$ cat src/rtl/apifrd_pkg.sv
package apifrd_pkg;

  localparam int unsigned ByteW = 8;
  localparam int unsigned PosW  = 16;
  localparam int unsigned KindW = 2;
  localparam int unsigned AddrW = 5;
  localparam int unsigned DataW = 32;

  // Register indexes on the configuration port (byte address is 4 * index).
  localparam logic [2:0] REG_FRAME_START  = 3'd0;
  localparam logic [2:0] REG_RX_PKT_TYPE  = 3'd1;
  localparam logic [2:0] REG_AT_RESP_TYPE = 3'd2;
  localparam logic [2:0] REG_TX_STAT_TYPE = 3'd3;
  localparam logic [2:0] REG_HDR_SKIP     = 3'd4;
  localparam logic [2:0] REG_CMD_PREFIX   = 3'd5;
  localparam logic [2:0] REG_TERMINATOR   = 3'd6;

  // Reset values of the registers.
  localparam logic [ByteW-1:0] RST_FRAME_START  = 8'd126;
  localparam logic [ByteW-1:0] RST_RX_PKT_TYPE  = 8'd144;
  localparam logic [ByteW-1:0] RST_AT_RESP_TYPE = 8'd136;
  localparam logic [ByteW-1:0] RST_TX_STAT_TYPE = 8'd139;
  localparam logic [ByteW-1:0] RST_HDR_SKIP     = 8'd10;
  localparam logic [ByteW-1:0] RST_CMD_PREFIX   = 8'd0;
  localparam logic [ByteW-1:0] RST_TERMINATOR   = 8'd13;

  // Result kinds.
  localparam logic [KindW-1:0] KIND_PAYLOAD = 2'd0;
  localparam logic [KindW-1:0] KIND_END     = 2'd1;
  localparam logic [KindW-1:0] KIND_RESP    = 2'd2;

  typedef enum logic [3:0] {
    PH_START  = 4'd0,
    PH_LEN_HI = 4'd1,
    PH_LEN_LO = 4'd2,
    PH_TYPE   = 4'd3,
    PH_HEADER = 4'd4,
    PH_PREFIX = 4'd5,
    PH_COUNT  = 4'd6,
    PH_DATA   = 4'd7,
    PH_TERM   = 4'd8,
    PH_RESP   = 4'd9
  } phase_t;

  typedef struct packed {
    logic [ByteW-1:0] frame_start_byte;
    logic [ByteW-1:0] receive_packet_type;
    logic [ByteW-1:0] at_response_type;
    logic [ByteW-1:0] tx_status_type;
    logic [ByteW-1:0] header_skip_count;
    logic [ByteW-1:0] command_prefix_byte;
    logic [ByteW-1:0] terminator_byte;
  } cfg_t;

  typedef struct packed {
    logic [KindW-1:0] kind;
    logic [ByteW-1:0] data;
    logic [PosW-1:0]  position;
    logic             last;
    logic             terminator_ok;
  } result_t;

endpackage

$ cat src/rtl/apifrd_regs.sv
module apifrd_regs (
  input  logic                        clk,
  input  logic                        rst,
  input  logic                        psel,
  input  logic                        penable,
  input  logic                        pwrite,
  input  logic [apifrd_pkg::AddrW-1:0] paddr,
  input  logic [apifrd_pkg::DataW-1:0] pwdata,
  output logic [apifrd_pkg::DataW-1:0] prdata,
  output apifrd_pkg::cfg_t            cfg
);
  import apifrd_pkg::*;

  logic [2:0]       idx;
  logic             wr;
  logic [ByteW-1:0] wbyte;
  logic [ByteW-1:0] rbyte;

  assign idx   = paddr[AddrW-1:2];
  assign wr    = psel && penable && pwrite;
  assign wbyte = pwdata[ByteW-1:0];

  always_ff @(posedge clk) begin
    if (rst) begin
      cfg.frame_start_byte    <= RST_FRAME_START;
      cfg.receive_packet_type <= RST_RX_PKT_TYPE;
      cfg.at_response_type    <= RST_AT_RESP_TYPE;
      cfg.tx_status_type      <= RST_TX_STAT_TYPE;
      cfg.header_skip_count   <= RST_HDR_SKIP;
      cfg.command_prefix_byte <= RST_CMD_PREFIX;
      cfg.terminator_byte     <= RST_TERMINATOR;
    end else if (wr) begin
      case (idx)
        REG_FRAME_START:  cfg.frame_start_byte    <= wbyte;
        REG_RX_PKT_TYPE:  cfg.receive_packet_type <= wbyte;
        REG_AT_RESP_TYPE: cfg.at_response_type    <= wbyte;
        REG_TX_STAT_TYPE: cfg.tx_status_type      <= wbyte;
        REG_HDR_SKIP:     cfg.header_skip_count   <= wbyte;
        REG_CMD_PREFIX:   cfg.command_prefix_byte <= wbyte;
        REG_TERMINATOR:   cfg.terminator_byte     <= wbyte;
        default: ;
      endcase
    end
  end

  always_comb begin
    case (idx)
      REG_FRAME_START:  rbyte = cfg.frame_start_byte;
      REG_RX_PKT_TYPE:  rbyte = cfg.receive_packet_type;
      REG_AT_RESP_TYPE: rbyte = cfg.at_response_type;
      REG_TX_STAT_TYPE: rbyte = cfg.tx_status_type;
      REG_HDR_SKIP:     rbyte = cfg.header_skip_count;
      REG_CMD_PREFIX:   rbyte = cfg.command_prefix_byte;
      REG_TERMINATOR:   rbyte = cfg.terminator_byte;
      default:          rbyte = '0;
    endcase
  end

  assign prdata = {{(DataW-ByteW){1'b0}}, rbyte};

endmodule

$ cat src/rtl/apifrd_core.sv
module apifrd_core (
  input  logic                        clk,
  input  logic                        rst,
  input  logic                        step,
  input  logic [apifrd_pkg::ByteW-1:0] byte_in,
  input  apifrd_pkg::cfg_t            cfg,
  output logic                        emit,
  output apifrd_pkg::result_t         res
);
  import apifrd_pkg::*;

  phase_t           phase;
  phase_t           phase_next;
  logic [PosW-1:0]  frame_length;
  logic [PosW-1:0]  frame_length_next;
  logic [ByteW-1:0] header_count;
  logic [ByteW-1:0] header_count_next;
  logic [ByteW-1:0] payload_remaining;
  logic [ByteW-1:0] payload_remaining_next;
  logic [PosW-1:0]  write_position;
  logic [PosW-1:0]  write_position_next;
  logic [PosW-1:0]  response_count;
  logic [PosW-1:0]  response_count_next;

  logic [PosW-1:0]  wp_inc;
  logic [PosW-1:0]  rc_inc;
  logic [ByteW-1:0] pr_dec;
  logic             resp_fin;
  logic             is_resp_type;

  assign wp_inc       = write_position + 16'd1;
  assign rc_inc       = response_count + 16'd1;
  assign pr_dec       = payload_remaining - 8'd1;
  assign resp_fin     = (rc_inc == frame_length);
  assign is_resp_type = (byte_in == cfg.at_response_type) ||
                        (byte_in == cfg.tx_status_type);

  always_ff @(posedge clk) begin
    if (rst) begin
      phase             <= PH_START;
      frame_length      <= '0;
      header_count      <= '0;
      payload_remaining <= '0;
      write_position    <= '0;
      response_count    <= '0;
    end else if (step) begin
      phase             <= phase_next;
      frame_length      <= frame_length_next;
      header_count      <= header_count_next;
      payload_remaining <= payload_remaining_next;
      write_position    <= write_position_next;
      response_count    <= response_count_next;
    end
  end

  // Next state and counters.
  always_comb begin
    phase_next             = phase;
    frame_length_next      = frame_length;
    header_count_next      = header_count;
    payload_remaining_next = payload_remaining;
    write_position_next    = write_position;
    response_count_next    = response_count;
    case (phase)
      PH_LEN_HI: begin
        frame_length_next = {byte_in, 8'h00};
        phase_next        = PH_LEN_LO;
      end
      PH_LEN_LO: begin
        frame_length_next = frame_length | {8'h00, byte_in};
        phase_next        = PH_TYPE;
      end
      PH_TYPE: begin
        if (byte_in == cfg.receive_packet_type) begin
          write_position_next = '0;
          phase_next          = PH_HEADER;
        end else if (is_resp_type) begin
          write_position_next = 16'd1;
          phase_next          = PH_RESP;
        end else begin
          phase_next = PH_START;
        end
      end
      PH_HEADER: begin
        if (header_count == cfg.header_skip_count) begin
          header_count_next = '0;
          phase_next        = PH_PREFIX;
        end else begin
          header_count_next = header_count + 8'd1;
        end
      end
      PH_PREFIX: begin
        if (byte_in == cfg.command_prefix_byte) begin
          write_position_next = '0;
          phase_next          = PH_COUNT;
        end
      end
      PH_COUNT: begin
        payload_remaining_next = byte_in;
        write_position_next    = wp_inc;
        phase_next             = PH_DATA;
      end
      PH_DATA: begin
        write_position_next    = wp_inc;
        payload_remaining_next = pr_dec;
        if (pr_dec == '0) begin
          phase_next = PH_TERM;
        end
      end
      PH_TERM: begin
        phase_next = PH_START;
      end
      PH_RESP: begin
        write_position_next = wp_inc;
        if (resp_fin) begin
          response_count_next = '0;
          phase_next          = PH_START;
        end else begin
          response_count_next = rc_inc;
        end
      end
      default: begin
        phase_next = (byte_in == cfg.frame_start_byte) ? PH_LEN_HI : PH_START;
      end
    endcase
  end

  // Result for the byte at hand.
  always_comb begin
    emit = 1'b0;
    res  = '0;
    case (phase)
      PH_TYPE: begin
        if ((byte_in != cfg.receive_packet_type) && is_resp_type) begin
          emit     = 1'b1;
          res.kind = KIND_RESP;
          res.data = byte_in;
        end
      end
      PH_COUNT, PH_DATA: begin
        emit         = 1'b1;
        res.kind     = KIND_PAYLOAD;
        res.data     = byte_in;
        res.position = write_position;
      end
      PH_TERM: begin
        emit              = 1'b1;
        res.kind          = KIND_END;
        res.last          = 1'b1;
        res.terminator_ok = (byte_in == cfg.terminator_byte);
      end
      PH_RESP: begin
        emit         = 1'b1;
        res.kind     = KIND_RESP;
        res.data     = byte_in;
        res.position = write_position;
        res.last     = resp_fin;
      end
      default: ;
    endcase
  end

endmodule

$ cat src/rtl/apifrd_out.sv
module apifrd_out (
  input  logic                clk,
  input  logic                rst,
  input  logic                load,
  input  apifrd_pkg::result_t res_in,
  input  logic                out_ready,
  output logic                out_valid,
  output logic                room,
  output apifrd_pkg::result_t res_out
);
  import apifrd_pkg::*;

  assign room = !out_valid || out_ready;

  always_ff @(posedge clk) begin
    if (rst) begin
      out_valid <= 1'b0;
    end else if (load) begin
      out_valid <= 1'b1;
    end else if (out_ready) begin
      out_valid <= 1'b0;
    end
  end

  always_ff @(posedge clk) begin
    if (load) begin
      res_out <= res_in;
    end
  end

endmodule

$ cat src/rtl/api_frame_receive_decoder.sv
// API frame receive decoder.
// Input channel: one received serial byte (rx_byte) per transfer on in_valid/in_ready.
// Output channel: zero or one result per input byte on out_valid/out_ready, carrying
// kind (payload byte, payload end event, response byte), data, position, last and
// terminator_ok. Bytes that only advance the frame parser produce no transfer.
// Configuration: seven 8-bit registers on an APB-style port at byte address 4*index;
// pready is always high, and registers should be written only while the block is idle.
// Data path: an accepted byte is held in an input register and decoded by one pass of the
// frame state machine once the output register has room; its result is loaded into the
// output register, which drives out_valid and the result outputs.
// Throughput: one byte per cycle, sustained, as long as the receiver takes results.
// When the receiver stalls, the finished result waits in the output register and the
// input register still takes one more byte; in_ready falls only once both are full.
// Reset (rst, synchronous) empties both registers, returns the parser to waiting for
// a start byte, clears its counters and restores the register reset values.
module api_frame_receive_decoder (
  input  logic                         clk,
  input  logic                         rst,
  input  logic                         psel,
  input  logic                         penable,
  input  logic                         pwrite,
  input  logic [apifrd_pkg::AddrW-1:0] paddr,
  input  logic [apifrd_pkg::DataW-1:0] pwdata,
  output logic [apifrd_pkg::DataW-1:0] prdata,
  output logic                         pready,
  input  logic                         in_valid,
  output logic                         in_ready,
  input  logic [apifrd_pkg::ByteW-1:0] rx_byte,
  output logic                         out_valid,
  input  logic                         out_ready,
  output logic [apifrd_pkg::KindW-1:0] kind,
  output logic [apifrd_pkg::ByteW-1:0] data,
  output logic [apifrd_pkg::PosW-1:0]  position,
  output logic                         last,
  output logic                         terminator_ok
);
  import apifrd_pkg::*;

  cfg_t             cfg;
  logic             hold_valid;
  logic [ByteW-1:0] hold_byte;
  logic             room;
  logic             step;
  logic             emit;
  result_t          res;
  result_t          res_q;

  assign pready = 1'b1;

  apifrd_regs u_regs (
    .clk     (clk),
    .rst     (rst),
    .psel    (psel),
    .penable (penable),
    .pwrite  (pwrite),
    .paddr   (paddr),
    .pwdata  (pwdata),
    .prdata  (prdata),
    .cfg     (cfg)
  );

  // The held byte is decoded when the output register can take its result,
  // whether or not the byte actually produces one.
  assign step     = hold_valid && room;
  assign in_ready = !hold_valid || step;

  always_ff @(posedge clk) begin
    if (rst) begin
      hold_valid <= 1'b0;
    end else if (in_ready) begin
      hold_valid <= in_valid;
    end
  end

  always_ff @(posedge clk) begin
    if (in_valid && in_ready) begin
      hold_byte <= rx_byte;
    end
  end

  apifrd_core u_core (
    .clk     (clk),
    .rst     (rst),
    .step    (step),
    .byte_in (hold_byte),
    .cfg     (cfg),
    .emit    (emit),
    .res     (res)
  );

  apifrd_out u_out (
    .clk       (clk),
    .rst       (rst),
    .load      (step && emit),
    .res_in    (res),
    .out_ready (out_ready),
    .out_valid (out_valid),
    .room      (room),
    .res_out   (res_q)
  );

  assign kind          = res_q.kind;
  assign data          = res_q.data;
  assign position      = res_q.position;
  assign last          = res_q.last;
  assign terminator_ok = res_q.terminator_ok;

endmodule

$ cat config.mk
export PLATFORM = sky130hd
export DESIGN_NAME = api_frame_receive_decoder
export DESIGN_NICKNAME = d
export VERILOG_FILES = /design/src/rtl/apifrd_pkg.sv /design/src/rtl/apifrd_regs.sv /design/src/rtl/apifrd_core.sv /design/src/rtl/apifrd_out.sv /design/src/rtl/api_frame_receive_decoder.sv
export SDC_FILE = /design/constraint.sdc
export NUM_CORES = 1
export LEC_CHECK = 0
export BUFFER_PORTS_ARGS = -buffer_cell sky130_fd_sc_hd__buf_2
export CAP_MARGIN = 10
export CORE_ASPECT_RATIO = 2
export CORE_MARGIN = 2
export CORE_UTILIZATION = 40
export CTS_CLUSTER_DIAMETER = 50
export CTS_CLUSTER_SIZE = 20
export DETAILED_ROUTE_END_ITERATION = 6
export MAX_ROUTING_LAYER = met4
export PLACE_DENSITY = 0.66
export SLEW_MARGIN = 40
export SYNTH_ARGS = -nofsm -noshare
export SYNTH_HDL_FRONTEND = slang
export SYNTH_SLANG_ARGS = --single-unit
export TNS_END_PERCENT = 30
$ cat constraint.sdc
create_clock -name clk -period 6.4 [get_ports clk]
set_input_delay 0.64 -clock clk [delete_from_list [all_inputs] [get_ports clk]]
set_output_delay 0.64 -clock clk [all_outputs]
set_load 0.03 [all_outputs]
==> impl_metrics.ini <==
[flow_run]
maxCapViolCount = 0

[floorplanning]
rows = 75
overall_die_width_microns = 107
design.portCount = 115
initial_utilization_pct = 40.6
die_h_microns = 210
fp.coreArea_sq_um = 20900
floorplan.die_area_sq_um = 22500

[final_layout]
final_common_cell = dfxtp_1
n_antenna_cell = 0
final_cell_mix = dfxtp_1, nor2_1, nand2_1
design.final.nets = 1036
post_route_cells_drive_above_1_share_pct = 12.4
flow.area_growth_from_synthesis_pct = 11.6

[global_route]
grt_overflow = 0
wire_length_of_the_first_global_routing_pass_microns = 36200
grt_use_total_pct = 21.5
grt_start_max_net_pins = 59
initial_antenna_violation_count = 0
grt_pass1_vias = 6912

[pwr]
power.ir.vdd_worst_mv = 0.186
design_power_total_mw = 2.20
p_leak_nw = 3.46
power.density_cell_area_nw_per_um2 = 232

[logic_synthesis]
yosys.cell_types.count = 68
number_of_flops_mapped_to_enable_cells_by_yosys = 36
synthesis.area_per_instance_sq_um = 9.03
synth-seq-cells = 162
synth-seq-area-share_pct = 42.4
ys_async_sr_fraction_pct = 0
yosysWarnings = 0
synthesized_area_sq_um = 8500
synth_top_flop_cell = dfxtp_1
netlist_instances = 942

[sta]
report.final.hold_viol_count = 0
finalWorstPathRequiredPeriod_ns = 3.01
setup-violations-final = 0
setup-tns-final_ns = 0
worst_clock_skew_ns = 0.0115
grt_setup_unrepaired = no
final.setup.worst_slack_ns = 3.39
worst_hold_slack_ns = 0.374
max_freq_mhz = 332
report.final.slew_viol_count = 0
timing.slew.headroom_pct = 43.9
tightest_slew_ns = 0.839
final_min_period_over_clock_period_pct = 47.0

[drt]
vias = 6941
detail_route.first_pass.iterations = 5
postRouteWirelength_microns = 22500
detailedRoute.firstIterationViolations = 334
avgViaCountPerCell = 5.50
post_drt_wl_per_cell_microns = 17.9
drtAntennaViolNets = 0
remaining_drc_errors = 0

[setup_path]
worst_r2r_path_depth = 8
destination_of_the_worst_register_to_register_timing_path = u_core.phase[3]
path_max_fanout = 7
arrival_ns = 3.30
critPathCapture = u_core.phase[3]
timing.critical_path.to_type = flop
regToRegSetupSlack_ns = 3.39
reg2reg_from = u_core.response_count[0]
timing.setup.critical_path_class = reg -> reg
critPathLaunch = u_core.response_count[0]
startpoint_type = flop
worstPathRequired_ns = 6.69

[clocking]
cts.hold.buffers_added = 0
clockBufferDepth = 2
cts_repair_resize_count = 0
clk_latency_ns = 0.45
cts.sinks = 162
cts.repair_timing.setup_buffer_count = 0
clockRootBuffer = clkbuf_16
cts_made_buffers = 17
path_clk_slew_ns = 0.06
htree_levels = 4
clock_tree_from_tritoncts = yes

[placement]
dpl_worst_slack_ns = 3.38
replace_congestion = 0.925
io_buffers = 63
place_hpwl_microns = 16400

[run_status]
run_status = completed

[hold_path]
hold_path_class = in -> reg
worst min path at each step:
stage	startpoint	endpoint	slack (ns)	cells after the start
after floorplan	u_core.write_position[15]	u_core.write_position[15]	0.45	2
after global placement	u_core.write_position[15]	u_core.write_position[15]	0.46	2
after detailed placement	u_core.write_position[15]	u_core.write_position[15]	0.48	2
after CTS	rx_byte[4]	hold_byte[4]	0.36	1
after global routing	rx_byte[4]	hold_byte[4]	0.37	1
final	rx_byte[4]	hold_byte[4]	0.37	1
area by class of cell:
cell class	count	area [sq um]
inverters	15	56.3
multi-input cells	714	4560
flip-flops and latches	162	3600
well taps	269	337
repair buffers	69	363
clock buffers	22	474
fillers	2009	11400
clock inverters	10	98.8
metal layers:
layer  vias up  wire length, microns  track usage (%)  share of wire, %
met5         -                     0                -                 0
met4         0                  1340             13.6               6.0
met3        78                   864             3.43               3.8
met2       210                 12400             39.1                55
met1      3302                  7950             20.7                35
li1       3351                     -                -                 -
flip-flops by register name, summed over array words and instances, names as in the netlist:
signal                    cells
hold_byte                     8
u_regs.cfg                   56
u_core.header_count           8
u_core.write_position        16
u_out.out_valid               1
u_core.payload_remaining      8
u_core.response_count        16
hold_valid                    1
u_out.res_out                28
u_core.phase                  4
u_core.frame_length          16
Yosys cell counts (9+ instances only):
master	count	area (sq um)
nand2b_1	13	81.3
inv_1	15	56.3
edfxtp_1	36	1080
nand2_1	69	259
nor4_1	15	93.8
o22ai_1	12	75.1
xnor2_1	47	412
and3_1	9	56.3
a21oi_1	58	290
or3_1	18	113
nand3_1	19	95.1
nor2_1	114	428
nand4_1	14	87.6
a211oi_1	9	67.6
o21ai_0	28	140
nor2b_1	44	275
nor3_1	19	95.1
clkbuf_1	29	109
dfxtp_1	126	2520
xor2_1	47	412
buf_4	25	188
a211o_1	18	158
mux2i_1	54	541
buf_2	13	65.1
critical path: stages, from the launching register on:
cell,delay [ns]
dfxtp_1,0.49
ha_1,0.35
nand3_2,0.22
or4_1,0.57
or3b_4,0.45
a21oi_2,0.16
nand4_2,0.26
o21ai_0,0.26
a221oi_1,0.10
where the power goes:
part           switching, mW  internal [mW]
Sequential            0.0213           1.05
Combinational         0.0954         0.0399
Clock                  0.424          0.569
Total                  0.541           1.66
logic make-up after synthesis:
logic type / synth area share (%)
AND/OR/NAND/NOR: 21.9
multiplexers: 7.28
buffers and inverters: 5.24
other: 0.0883
flip-flops: 42.4
XOR/XNOR: 9.68
adder cells (fa/ha/maj): 0.736
AO/OA/AOI/OAI: 12.7
metrics by stage:
| stage | area [sq um] | instances | util (%) |
|---|---|---|---|
| 4_1_cts | 9490 | 1261 | 45.4 |
| 6_report | 9490 | 1261 | 45.4 |
| 5_1_grt | 9490 | 1261 | 45.4 |
| 3_5_place_dp | 8920 | 1229 | 42.6 |
| 3_3_place_gp | 8900 | 1229 | 42.6 |
| 2_1_floorplan | 8590 | 965 | - |
Note: power is estimated with default switching activity, not from simulation.
